**src/hdl/fcti_pkg.sv**
```systemverilog
// Shared types, constants and helpers of the floor/ceiling texture-coordinate interpolator.
`default_nettype none

package fcti_pkg;

    // texture size, a power of two is cheapest but any size up to 64 works (6-bit texel)
    localparam int TEX_W = 64;
    localparam int TEX_H = 64;

    localparam int FRAC_BITS = 24;            // accumulator is Q23.24
    localparam int ACC_W     = 48;
    localparam int DIST_W    = 32;
    localparam int DIR_W     = 17;            // dir +/- plane, Q3.14
    localparam int PROD_W    = DIST_W + 1 + DIR_W;
    localparam int FLR_W     = PROD_W - 6;    // floor(prod / 64)
    localparam int DIFF_W    = FLR_W + 1;
    localparam int MAG_W     = FLR_W;         // |right - left| fits here
    localparam int DIV_CW    = $clog2(MAG_W);
    localparam int MUL_CW    = 3;
    localparam int TEXP_W    = FRAC_BITS + 13;
    localparam int TEXEL_W   = 6;
    localparam int COORD_W   = 12;

    localparam int Q_DEPTH   = 4;
    localparam int Q_AW      = $clog2(Q_DEPTH);
    localparam int Q_CW      = Q_AW + 1;

    localparam int PADDR_W   = 5;
    localparam int PDATA_W   = 32;
    localparam int REG_IDX_W = 3;

    // register map, word index
    localparam logic [REG_IDX_W-1:0] REG_PLAYER_X       = 3'd0;
    localparam logic [REG_IDX_W-1:0] REG_PLAYER_Y       = 3'd1;
    localparam logic [REG_IDX_W-1:0] REG_VIEW_DIR_X     = 3'd2;
    localparam logic [REG_IDX_W-1:0] REG_VIEW_DIR_Y     = 3'd3;
    localparam logic [REG_IDX_W-1:0] REG_CAMERA_PLANE_X = 3'd4;
    localparam logic [REG_IDX_W-1:0] REG_CAMERA_PLANE_Y = 3'd5;
    localparam logic [REG_IDX_W-1:0] REG_SCREEN_WIDTH   = 3'd6;
    localparam logic [REG_IDX_W-1:0] REG_SCREEN_HEIGHT  = 3'd7;

    localparam logic [COORD_W-1:0] SCREEN_WIDTH_RST  = 12'd640;
    localparam logic [COORD_W-1:0] SCREEN_HEIGHT_RST = 12'd480;

    typedef struct packed {
        logic [COORD_W-1:0] column;
        logic [COORD_W-1:0] row;
        logic [DIST_W-1:0]  row_distance;
    } t_in_item;

    typedef struct packed {
        logic [COORD_W-1:0] out_column;
        logic [COORD_W-1:0] floor_row;
        logic [COORD_W-1:0] ceiling_row;
        logic [TEXEL_W-1:0] texel_x;
        logic [TEXEL_W-1:0] texel_y;
    } t_out_item;

    typedef struct packed {
        logic signed [31:0] player_x;
        logic signed [31:0] player_y;
        logic signed [15:0] view_dir_x;
        logic signed [15:0] view_dir_y;
        logic signed [15:0] camera_plane_x;
        logic signed [15:0] camera_plane_y;
        logic [COORD_W-1:0] screen_width;
        logic [COORD_W-1:0] screen_height;
    } t_cfg;

    typedef struct packed {
        logic     row_start;
        t_in_item item;
    } t_q_item;

    typedef struct packed {
        logic             done;
        logic [ACC_W-1:0] acc_x;
        logic [ACC_W-1:0] acc_y;
        logic [ACC_W-1:0] step_x;
        logic [ACC_W-1:0] step_y;
    } t_setup_res;

    typedef enum logic [1:0] {
        SU_IDLE,
        SU_MUL,
        SU_DIV,
        SU_FIN
    } t_setup_state;

    typedef enum logic [1:0] {
        BK_RUN,
        BK_SETUP,
        BK_EMIT
    } t_back_state;

    // floor(frac(acc) * size), kept to the texel width
    function automatic logic [TEXEL_W-1:0] texel_of(input logic [ACC_W-1:0] acc,
                                                    input int unsigned size);
        logic [TEXP_W-1:0] prod;
        prod = {13'd0, acc[FRAC_BITS-1:0]} * TEXP_W'(size);
        return prod[FRAC_BITS +: TEXEL_W];
    endfunction

endpackage

`default_nettype wire

```
**src/hdl/fcti_cfg.sv**
```systemverilog
// APB register file holding the player, view and screen settings.
`default_nettype none

module fcti_cfg (
    input  wire logic                          i_clk,
    input  wire logic                          i_rst_n,
    input  wire logic                          psel,
    input  wire logic                          penable,
    input  wire logic                          pwrite,
    input  wire logic [fcti_pkg::PADDR_W-1:0]  paddr,
    input  wire logic [fcti_pkg::PDATA_W-1:0]  pwdata,
    output logic      [fcti_pkg::PDATA_W-1:0]  prdata,
    output logic                               pready,
    output fcti_pkg::t_cfg                     o_cfg
);
    import fcti_pkg::*;

    t_cfg                   r_cfg;
    logic [REG_IDX_W-1:0]   w_idx;
    logic                   w_wr;

    assign pready = 1'b1;
    assign w_idx  = paddr[PADDR_W-1:2];
    assign w_wr   = psel && penable && pwrite && pready;
    assign o_cfg  = r_cfg;

    always_ff @(posedge i_clk) begin
        if (!i_rst_n) begin
            r_cfg               <= '0;
            r_cfg.screen_width  <= SCREEN_WIDTH_RST;
            r_cfg.screen_height <= SCREEN_HEIGHT_RST;
        end else if (w_wr) begin
            unique case (w_idx)
                REG_PLAYER_X:       r_cfg.player_x       <= pwdata;
                REG_PLAYER_Y:       r_cfg.player_y       <= pwdata;
                REG_VIEW_DIR_X:     r_cfg.view_dir_x     <= pwdata[15:0];
                REG_VIEW_DIR_Y:     r_cfg.view_dir_y     <= pwdata[15:0];
                REG_CAMERA_PLANE_X: r_cfg.camera_plane_x <= pwdata[15:0];
                REG_CAMERA_PLANE_Y: r_cfg.camera_plane_y <= pwdata[15:0];
                REG_SCREEN_WIDTH:   r_cfg.screen_width   <= pwdata[COORD_W-1:0];
                REG_SCREEN_HEIGHT:  r_cfg.screen_height  <= pwdata[COORD_W-1:0];
                default: ;
            endcase
        end
    end

    always_comb begin
        unique case (w_idx)
            REG_PLAYER_X:       prdata = r_cfg.player_x;
            REG_PLAYER_Y:       prdata = r_cfg.player_y;
            REG_VIEW_DIR_X:     prdata = {16'd0, r_cfg.view_dir_x};
            REG_VIEW_DIR_Y:     prdata = {16'd0, r_cfg.view_dir_y};
            REG_CAMERA_PLANE_X: prdata = {16'd0, r_cfg.camera_plane_x};
            REG_CAMERA_PLANE_Y: prdata = {16'd0, r_cfg.camera_plane_y};
            REG_SCREEN_WIDTH:   prdata = {20'd0, r_cfg.screen_width};
            REG_SCREEN_HEIGHT:  prdata = {20'd0, r_cfg.screen_height};
            default:            prdata = '0;
        endcase
    end

endmodule

`default_nettype wire

```
**src/hdl/fcti_front.sv**
```systemverilog
// Front end: takes pixel requests, tags row starts and queues them for the back end.
`default_nettype none

module fcti_front (
    input  wire logic                i_clk,
    input  wire logic                i_rst_n,
    input  wire logic                i_push,
    output logic                     o_full,
    input  wire fcti_pkg::t_in_item  i_item,
    output logic                     o_q_valid,
    output fcti_pkg::t_q_item        o_q_item,
    input  wire logic                i_q_pop
);
    import fcti_pkg::*;

    t_q_item            r_mem [Q_DEPTH];
    logic [Q_AW-1:0]    r_wptr;
    logic [Q_AW-1:0]    r_rptr;
    logic [Q_CW-1:0]    r_count;
    logic               w_wr;
    logic               w_rd;
    t_q_item            w_entry;

    assign o_full    = (r_count == Q_CW'(Q_DEPTH));
    assign o_q_valid = (r_count != '0);
    assign o_q_item  = r_mem[r_rptr];
    assign w_wr      = i_push && !o_full;
    assign w_rd      = i_q_pop && o_q_valid;

    always_comb begin
        w_entry.row_start = (i_item.column == '0);
        w_entry.item      = i_item;
    end

    always_ff @(posedge i_clk) begin
        if (w_wr) begin
            r_mem[r_wptr] <= w_entry;
        end
    end

    always_ff @(posedge i_clk) begin
        if (!i_rst_n) begin
            r_wptr  <= '0;
            r_rptr  <= '0;
            r_count <= '0;
        end else begin
            if (w_wr) begin
                r_wptr <= r_wptr + 1'b1;
            end
            if (w_rd) begin
                r_rptr <= r_rptr + 1'b1;
            end
            case ({w_wr, w_rd})
                2'b10:   r_count <= r_count + 1'b1;
                2'b01:   r_count <= r_count - 1'b1;
                default: r_count <= r_count;
            endcase
        end
    end

endmodule

`default_nettype wire

```
**src/hdl/fcti_setup.sv**
```systemverilog
// Row setup unit: edge positions through one shared multiplier, then a bit-serial step divide.
`default_nettype none

module fcti_setup (
    input  wire logic                        i_clk,
    input  wire logic                        i_rst_n,
    input  wire logic                        i_start,
    input  wire logic [fcti_pkg::DIST_W-1:0] i_dist,
    input  wire fcti_pkg::t_cfg              i_cfg,
    output fcti_pkg::t_setup_res             o_res
);
    import fcti_pkg::*;

    t_setup_state               r_state;
    t_setup_state               n_state;
    logic [MUL_CW-1:0]          r_cnt;
    logic [DIV_CW-1:0]          r_dcnt;
    logic [DIST_W-1:0]          r_dist;
    logic signed [PROD_W-1:0]   r_prod;
    logic [FLR_W-1:0]           r_flx;
    logic [FLR_W-1:0]           r_fly;
    logic [ACC_W-1:0]           r_acc_x;
    logic [ACC_W-1:0]           r_acc_y;
    logic [DIFF_W-1:0]          r_diff_x;
    logic [DIFF_W-1:0]          r_diff_y;
    logic [MAG_W-1:0]           r_dq_x;
    logic [MAG_W-1:0]           r_dq_y;
    logic [COORD_W-1:0]         r_rem_x;
    logic [COORD_W-1:0]         r_rem_y;
    logic                       r_neg_x;
    logic                       r_neg_y;

    logic signed [DIR_W-1:0]    w_dmx, w_dpx, w_dmy, w_dpy, w_dir;
    logic signed [PROD_W-1:0]   w_prod;
    logic [FLR_W-1:0]           w_flr;
    logic [ACC_W-1:0]           w_flr48;
    logic [ACC_W-1:0]           w_pos_x, w_pos_y;
    logic [DIFF_W-1:0]          w_diff_ref, w_diff;
    logic [COORD_W-1:0]         w_div;
    logic [COORD_W:0]           w_sh_x, w_sh_y;
    logic                       w_ge_x, w_ge_y;
    logic [ACC_W-1:0]           w_q_x, w_q_y;
    logic                       w_mul_busy;

    // edge directions: dir - plane for the left edge, dir + plane for the right
    assign w_dmx = {i_cfg.view_dir_x[15], i_cfg.view_dir_x}
                 - {i_cfg.camera_plane_x[15], i_cfg.camera_plane_x};
    assign w_dpx = {i_cfg.view_dir_x[15], i_cfg.view_dir_x}
                 + {i_cfg.camera_plane_x[15], i_cfg.camera_plane_x};
    assign w_dmy = {i_cfg.view_dir_y[15], i_cfg.view_dir_y}
                 - {i_cfg.camera_plane_y[15], i_cfg.camera_plane_y};
    assign w_dpy = {i_cfg.view_dir_y[15], i_cfg.view_dir_y}
                 + {i_cfg.camera_plane_y[15], i_cfg.camera_plane_y};

    // product order: left x, left y, right x, right y
    always_comb begin
        case (r_cnt[1:0])
            2'd0:    w_dir = w_dmx;
            2'd1:    w_dir = w_dmy;
            2'd2:    w_dir = w_dpx;
            default: w_dir = w_dpy;
        endcase
    end

    assign w_prod  = $signed({1'b0, r_dist}) * w_dir;
    assign w_flr   = r_prod[PROD_W-1:6];               // floor(prod / 64)
    assign w_flr48 = {{(ACC_W-FLR_W){w_flr[FLR_W-1]}}, w_flr};
    assign w_pos_x = {{8{i_cfg.player_x[31]}}, i_cfg.player_x, 8'h00};
    assign w_pos_y = {{8{i_cfg.player_y[31]}}, i_cfg.player_y, 8'h00};

    // player position cancels in right - left
    assign w_diff_ref = (r_cnt == 3'd3) ? {r_flx[FLR_W-1], r_flx} : {r_fly[FLR_W-1], r_fly};
    assign w_diff     = {w_flr[FLR_W-1], w_flr} - w_diff_ref;

    assign w_div  = (i_cfg.screen_width == '0) ? COORD_W'(1) : i_cfg.screen_width;
    assign w_sh_x = {r_rem_x, r_dq_x[MAG_W-1]};
    assign w_sh_y = {r_rem_y, r_dq_y[MAG_W-1]};
    assign w_ge_x = (w_sh_x >= {1'b0, w_div});
    assign w_ge_y = (w_sh_y >= {1'b0, w_div});

    assign w_q_x = {{(ACC_W-MAG_W){1'b0}}, r_dq_x};
    assign w_q_y = {{(ACC_W-MAG_W){1'b0}}, r_dq_y};

    assign w_mul_busy = (r_state == SU_MUL);

    always_comb begin
        n_state = r_state;
        unique case (r_state)
            SU_IDLE: if (i_start) n_state = SU_MUL;
            SU_MUL:  if (r_cnt == 3'd5) n_state = SU_DIV;
            SU_DIV:  if (r_dcnt == DIV_CW'(MAG_W - 1)) n_state = SU_FIN;
            SU_FIN:  n_state = SU_IDLE;
            default: n_state = SU_IDLE;
        endcase
    end

    always_comb begin
        o_res.done   = (r_state == SU_FIN);
        o_res.acc_x  = r_acc_x;
        o_res.acc_y  = r_acc_y;
        o_res.step_x = r_neg_x ? (ACC_W'(0) - w_q_x) : w_q_x;
        o_res.step_y = r_neg_y ? (ACC_W'(0) - w_q_y) : w_q_y;
    end

    always_ff @(posedge i_clk) begin
        if (!i_rst_n) begin
            r_state <= SU_IDLE;
            r_cnt   <= '0;
            r_dcnt  <= '0;
        end else begin
            r_state <= n_state;
            if (w_mul_busy) begin
                r_cnt <= r_cnt + 1'b1;
            end else begin
                r_cnt <= '0;
            end
            if (r_state == SU_DIV) begin
                r_dcnt <= r_dcnt + 1'b1;
            end else begin
                r_dcnt <= '0;
            end
        end
    end

    always_ff @(posedge i_clk) begin
        if (r_state == SU_IDLE && i_start) begin
            r_dist <= i_dist;
        end
        if (w_mul_busy) begin
            if (r_cnt < 3'd4) begin
                r_prod <= w_prod;
            end
            case (r_cnt)
                3'd1: begin
                    r_flx   <= w_flr;
                    r_acc_x <= w_pos_x + w_flr48;
                end
                3'd2: begin
                    r_fly   <= w_flr;
                    r_acc_y <= w_pos_y + w_flr48;
                end
                3'd3: r_diff_x <= w_diff;
                3'd4: r_diff_y <= w_diff;
                3'd5: begin
                    // load divider with magnitudes, quotient sign follows the difference
                    r_neg_x <= r_diff_x[DIFF_W-1];
                    r_neg_y <= r_diff_y[DIFF_W-1];
                    r_dq_x  <= r_diff_x[DIFF_W-1] ? MAG_W'(DIFF_W'(0) - r_diff_x)
                                                  : r_diff_x[MAG_W-1:0];
                    r_dq_y  <= r_diff_y[DIFF_W-1] ? MAG_W'(DIFF_W'(0) - r_diff_y)
                                                  : r_diff_y[MAG_W-1:0];
                    r_rem_x <= '0;
                    r_rem_y <= '0;
                end
                default: ;
            endcase
        end
        if (r_state == SU_DIV) begin
            r_rem_x <= w_ge_x ? COORD_W'(w_sh_x - {1'b0, w_div}) : w_sh_x[COORD_W-1:0];
            r_rem_y <= w_ge_y ? COORD_W'(w_sh_y - {1'b0, w_div}) : w_sh_y[COORD_W-1:0];
            r_dq_x  <= {r_dq_x[MAG_W-2:0], w_ge_x};
            r_dq_y  <= {r_dq_y[MAG_W-2:0], w_ge_y};
        end
    end

endmodule

`default_nettype wire

```
**src/hdl/fcti_back.sv**
```systemverilog
// Back end: world-position accumulators, texel extraction and the result register.
`default_nettype none

module fcti_back (
    input  wire logic                         i_clk,
    input  wire logic                         i_rst_n,
    input  wire logic                         i_q_valid,
    input  wire fcti_pkg::t_q_item            i_q_item,
    output logic                              o_q_pop,
    input  wire fcti_pkg::t_cfg               i_cfg,
    output logic                              o_start,
    output logic      [fcti_pkg::DIST_W-1:0]  o_dist,
    input  wire fcti_pkg::t_setup_res         i_res,
    output logic                              o_empty,
    input  wire logic                         i_pop,
    output fcti_pkg::t_out_item               o_out_item
);
    import fcti_pkg::*;

    t_back_state        r_state;
    t_back_state        n_state;
    logic [ACC_W-1:0]   r_acc_x;
    logic [ACC_W-1:0]   r_acc_y;
    logic [ACC_W-1:0]   r_step_x;
    logic [ACC_W-1:0]   r_step_y;
    t_in_item           r_item;
    logic               r_out_valid;
    t_out_item          r_out;

    logic               w_slot_free;
    logic               w_emit;
    logic               w_load;
    t_in_item           w_emit_item;
    t_out_item          w_res;

    assign w_slot_free = !r_out_valid || i_pop;
    assign o_empty     = !r_out_valid;
    assign o_out_item  = r_out;
    assign o_dist      = i_q_item.item.row_distance;

    always_comb begin
        n_state = r_state;
        unique case (r_state)
            BK_RUN:   if (i_q_valid && i_q_item.row_start) n_state = BK_SETUP;
            BK_SETUP: if (i_res.done) n_state = BK_EMIT;
            BK_EMIT:  if (w_slot_free) n_state = BK_RUN;
            default:  n_state = BK_RUN;
        endcase
    end

    always_comb begin
        o_start     = 1'b0;
        o_q_pop     = 1'b0;
        w_emit      = 1'b0;
        w_load      = 1'b0;
        w_emit_item = i_q_item.item;
        unique case (r_state)
            BK_RUN: begin
                o_start = i_q_valid && i_q_item.row_start;
                o_q_pop = i_q_valid && (i_q_item.row_start || w_slot_free);
                w_emit  = i_q_valid && !i_q_item.row_start && w_slot_free;
            end
            BK_SETUP: w_load = i_res.done;
            BK_EMIT: begin
                w_emit      = w_slot_free;
                w_emit_item = r_item;
            end
            default: ;
        endcase
    end

    always_comb begin
        w_res.out_column  = w_emit_item.column;
        w_res.floor_row   = w_emit_item.row;
        w_res.ceiling_row = i_cfg.screen_height - w_emit_item.row - COORD_W'(1);
        w_res.texel_x     = texel_of(r_acc_x, TEX_W);
        w_res.texel_y     = texel_of(r_acc_y, TEX_H);
    end

    always_ff @(posedge i_clk) begin
        if (!i_rst_n) begin
            r_state     <= BK_RUN;
            r_out_valid <= 1'b0;
            r_acc_x     <= '0;
            r_acc_y     <= '0;
            r_step_x    <= '0;
            r_step_y    <= '0;
        end else begin
            r_state <= n_state;
            if (w_emit) begin
                r_out_valid <= 1'b1;
            end else if (i_pop) begin
                r_out_valid <= 1'b0;
            end
            if (w_load) begin
                r_acc_x  <= i_res.acc_x;
                r_acc_y  <= i_res.acc_y;
                r_step_x <= i_res.step_x;
                r_step_y <= i_res.step_y;
            end else if (w_emit) begin
                r_acc_x <= r_acc_x + r_step_x;
                r_acc_y <= r_acc_y + r_step_y;
            end
        end
    end

    always_ff @(posedge i_clk) begin
        if (o_start) begin
            r_item <= i_q_item.item;
        end
        if (w_emit) begin
            r_out <= w_res;
        end
    end

endmodule

`default_nettype wire

```
**src/hdl/floor_ceiling_texcoord_interp_core.sv**
```systemverilog
// Floor/ceiling texture-coordinate interpolator: top level.
// A mid-row pixel passes the input queue, then the result register; a row start
// (column 0) launches setup through the shared edge multiplier, the bit-serial step
// divider and the hand-off, then is output. Throughput: one pixel per cycle within a
// row when neither side stalls; a row start holds the back end until setup is done.
// Reset (synchronous, active low) empties queue and result register, zeroes accumulators.
`default_nettype none

module floor_ceiling_texcoord_interp_core (
    input  wire logic                          i_clk,
    input  wire logic                          i_rst_n,
    input  wire logic                          push,
    output logic                               full,
    input  wire fcti_pkg::t_in_item            i_in_item,
    output logic                               empty,
    input  wire logic                          pop,
    output fcti_pkg::t_out_item                o_out_item,
    input  wire logic                          psel,
    input  wire logic                          penable,
    input  wire logic                          pwrite,
    input  wire logic [fcti_pkg::PADDR_W-1:0]  paddr,
    input  wire logic [fcti_pkg::PDATA_W-1:0]  pwdata,
    output logic      [fcti_pkg::PDATA_W-1:0]  prdata,
    output logic                               pready
);
    import fcti_pkg::*;

    t_cfg               w_cfg;
    logic               w_q_valid;
    t_q_item            w_q_item;
    logic               w_q_pop;
    logic               w_start;
    logic [DIST_W-1:0]  w_dist;
    t_setup_res         w_res;

    fcti_cfg u_cfg (
        .i_clk   (i_clk),
        .i_rst_n (i_rst_n),
        .psel    (psel),
        .penable (penable),
        .pwrite  (pwrite),
        .paddr   (paddr),
        .pwdata  (pwdata),
        .prdata  (prdata),
        .pready  (pready),
        .o_cfg   (w_cfg)
    );

    fcti_front u_front (
        .i_clk     (i_clk),
        .i_rst_n   (i_rst_n),
        .i_push    (push),
        .o_full    (full),
        .i_item    (i_in_item),
        .o_q_valid (w_q_valid),
        .o_q_item  (w_q_item),
        .i_q_pop   (w_q_pop)
    );

    fcti_setup u_setup (
        .i_clk   (i_clk),
        .i_rst_n (i_rst_n),
        .i_start (w_start),
        .i_dist  (w_dist),
        .i_cfg   (w_cfg),
        .o_res   (w_res)
    );

    fcti_back u_back (
        .i_clk      (i_clk),
        .i_rst_n    (i_rst_n),
        .i_q_valid  (w_q_valid),
        .i_q_item   (w_q_item),
        .o_q_pop    (w_q_pop),
        .i_cfg      (w_cfg),
        .o_start    (w_start),
        .o_dist     (w_dist),
        .i_res      (w_res),
        .o_empty    (empty),
        .i_pop      (pop),
        .o_out_item (o_out_item)
    );

endmodule

`default_nettype wire

```
**config.mk**
```make
export PLATFORM = sky130hd
export DESIGN_NAME = floor_ceiling_texcoord_interp_core
export DESIGN_NICKNAME = d
export VERILOG_FILES = /design/src/hdl/fcti_pkg.sv /design/src/hdl/fcti_cfg.sv /design/src/hdl/fcti_front.sv /design/src/hdl/fcti_setup.sv /design/src/hdl/fcti_back.sv /design/src/hdl/floor_ceiling_texcoord_interp_core.sv
export SDC_FILE = /design/constraint.sdc
export NUM_CORES = 2
export LEC_CHECK = 0
export ABC_AREA = 1
export BUFFER_PORTS_ARGS = -buffer_cell sky130_fd_sc_hd__buf_4
export CAP_MARGIN = 40
export CORE_ASPECT_RATIO = 0.75
export CORE_MARGIN = 4
export CORE_UTILIZATION = 35
export CTS_CLUSTER_SIZE = 40
export DETAILED_ROUTE_END_ITERATION = 10
export PLACE_DENSITY_LB_ADDON = 0.08
export SETUP_SLACK_MARGIN = 0.2
export SYNTH_ARGS = -nofsm -noshare
export SYNTH_HDL_FRONTEND = slang
export SYNTH_SLANG_ARGS = --single-unit
```
**constraint.sdc**
```tcl
create_clock -name i_clk -period 9.2 [get_ports i_clk]
set_input_delay 1.84 -clock i_clk [delete_from_list [all_inputs] [get_ports i_clk]]
set_output_delay 1.84 -clock i_clk [all_outputs]
set_load 0.02 [all_outputs]
```
==> run_results.csv <==
group,metric,value,unit
status,status,"completed",
logic_synthesis,ys_ff_latch,971,
floorplan,dieHeight,392.8,um
floorplan,chipWidth,521.0,um
cts,cts_root_buf,"clkbuf_16",
timing,fmax,0.1159,GHz
logic_synthesis,synth_nets,8991,
logic_synthesis,synth_edf_count,700,
placed_design,io_buffers,179,
worst_setup_path,crit_path_top_delay_cell,"fa_1",
worst_setup_path,worstPathRequired,9.64,ns
cells_and_area,layout_common_cells,"1,376 x nand2_1, 1,220 x inv_1, 979 x nor2_1",
timing,slew_headroom,0.3528,
detailed_routing,drt-pass1-iter-count,10,
timing,hold_viol,0,
logic_synthesis,synth_ff_type,"edfxtp_1",
timing,tightest_slew,0.9708,ns
worst_setup_path,critical_path.max_fanout,5,
floorplan,fp-row-count,140,
worst_setup_path,cp_top_family,"adder cells",
placed_design,place_congestion,0.9511,
timing,fin_setup_tns,0,ns
logic_synthesis,synth_cells,8068,
worst_setup_path,crit_path_end_kind,"register",
global_routing,grt_max_degree,130,
global_routing,gr-usage-all-layers,0.2324,
placed_design,dpl_worst_slack,0.1518,ns
logic_synthesis,synth_warnings,0,
detailed_routing,ant_nets,0,
cells_and_area,fillCellCount,19840,
detailed_routing,routed_via_density,5.168,
cts,cts_sinks,971,
worst_setup_path,crit_buf_inv,9,
logic_synthesis,async_reset_ff_frac,0,
cts,cts_tree,"yes",
floorplan,initial_core_util,0.3540,
logic_synthesis,synthTopCellsByArea,"edfxtp_1 30%, fa_1 13%, dfxtp_1 7.9%",
timing,fin_skew,0.05285,ns
cells_and_area,final_layout_size_suffix_gt1_frac,0.07848,
global_routing,gr-total-overflow,0,
global_routing,grt_pass1_vias,54620,
floorplan,io_pins,183,
logic_synthesis,yosys.area.top_type_share,0.3043,
cells_and_area,layout_commonest_cell,"nand2_1",
cells_and_area,area_growth,13.08,%
global_routing,antenna_found_initial,13,
worst_setup_path,worstPathArrival,9.07,ns
logic_synthesis,yosysTopAreaCell,"edfxtp_1",
logic_synthesis,netlist-cell-type-count,66,
cts,clock_path_buffers,3,
detailed_routing,vias,56530,
hold_path,hold_class,"reg2reg",
timing,finalCriticalPeriod,8.629,ns
timing,setup_viol,0,
cts,clk_latency,0.74,ns
logic_synthesis,yosysSeqAreaShare,0.3828,
detailed_routing,drt-total-wl,243100,um
run,maxCapViolations,0,
timing,fin_crit_sh,0.9379,
floorplan,die_area,204600,um2
logic_synthesis,avgSynthCellArea,8.563,um2
cts,htree_levels,3,
detailed_routing,avgRoutedWirePerCell,22.23,um
detailed_routing,dr.first_iter.drc_count,5328,
cts,clk_pin_slew,0.06,ns
timing,slew_viol_final,0,
placed_design,hpwl,186000,um
logic_synthesis,syn_area,69090,um2
cells_and_area,fin_nets,9140,
worst_setup_path,crit_type,"reg2reg",
worst_setup_path,r2r_slack,0.57,ns
cts,cts_buffers,103,
timing,rsz0062_at_grt,"true",
floorplan,core,195100,um2
detailed_routing,route.detailed.drc,0,
timing,setup_ws,0.5713,ns
worst_setup_path,critical-path-max-stage-delay,0.56,ns
global_routing,grt_pass1_wl,359400,um
worst_setup_path,start_kind,"register",
## worst register-to-register path: cells and delay by family (launching register included)
family	cells	cell delay, ns
buffers and inverters	9	0.83
AOI/OAI and AO/OA	3	0.43
xor gates and xnor gates	1	0.11
and+or+nand+nor	18	2.51
DFF	1	0.34
adders and majority gates	9	4.15
## repair_timing
action	4_1_cts	5_1_grt
pin swaps	0	11
endpoints found under the setup margin	9	33
hold buffers	0	0
resized for setup	2	95
gates cloned	0	4
setup buffers	0	4
## layout make-up
class,instances,area (um2),share of cell area
flip-flops and latches,971,26450,0.3386
multi-input cells,5568,37290,0.4773
inverters,1253,4707,0.06025
repair buffers,320,2939,0.03762
diodes,3,7.507,0.00009609
well taps,2627,3287,0.04207
clock buffers,141,2874,0.03679
clock inverters,55,571.8,0.007319
## metrics by stage
step,util,instances,hold WS (ns),cell area (um2)
final,0.4004,10940,0.4516,78120
after CTS,0.3981,10930,0.4537,77670
after global routing,0.4003,10940,0.4864,78120
after floorplan,-,8068,0.4176,69090
after global placement,0.3782,10710,0.4328,73800
after detailed placement,0.3803,10730,0.4449,74220
## cell families after synthesis
logic type,after synthesis,share of synthesized area
AO/OA/AOI/OAI,1375,0.1115
XOR/XNOR,244,0.03093
adder cells (fa/ha/maj),823,0.1989
buffers and inverters,1532,0.08454
flip-flops,971,0.3828
multiplexers,42,0.006103
other,1,0.00005428
AND/OR/NAND/NOR,3080,0.1852
## routing by layer
metal / GRT usage / up-vias / part of all wire
li1: - / 26790 / -
met1: 0.3586 / 27720 / 0.50
met2: 0.3469 / 1780 / 0.42
met3: 0.03187 / 231 / 0.065
met4: 0.04219 / 6 / 0.017
met5: 0 / - / 0.00017
## path summary, 6_finish.rpt
path                                        to                         start  cells past startpoint
setup / recovery  u_setup.r_prod[47]$_DFFE_PP_  u_cfg.o_cfg[40]$_SDFFE_PN0P_                     40
hold / removal    u_setup.r_dcnt[0]$_SDFF_PN0_  u_setup.r_dcnt[0]$_SDFF_PN0_                      1
setup reg to reg  u_setup.r_prod[47]$_DFFE_PP_  u_cfg.o_cfg[40]$_SDFFE_PN0P_                     40
hold reg to reg   u_setup.r_dcnt[0]$_SDFF_PN0_  u_setup.r_dcnt[0]$_SDFF_PN0_                      1
## synthesized netlist by cell type, drive strengths merged (53+ instances only)
cell / n
a31oi: 53
nand4: 78
edfxtp: 700
fa: 459
nand2: 1389
nor3: 91
a21oi: 456
xor2: 188
clkbuf: 198
nand3: 431
o21ai: 590
nor2: 1010
xnor2: 56
inv: 1248
dfxtp: 271
buf: 81
ha: 364
o22ai: 59
## sequential cells by signal, indices dropped and copies added, names as in the netlist, 32 cells and up, named ones only
| register | count |
|---|---|
| u_setup.r_prod | 44 |
| u_cfg.o_cfg | 152 |
| u_setup.r_flx | 36 |
| u_setup.r_diff_y | 45 |
| u_setup.r_dq_y | 44 |
| u_setup.r_dist | 32 |
| u_back.o_out_item | 48 |
| u_setup.r_dq_x | 44 |
| u_front.r_mem | 228 |
| u_setup.r_fly | 36 |
| u_setup.r_diff_x | 45 |
Power is not shown: default switching activity piles up to over one toggle a cycle in this logic, so the estimate is an artifact.
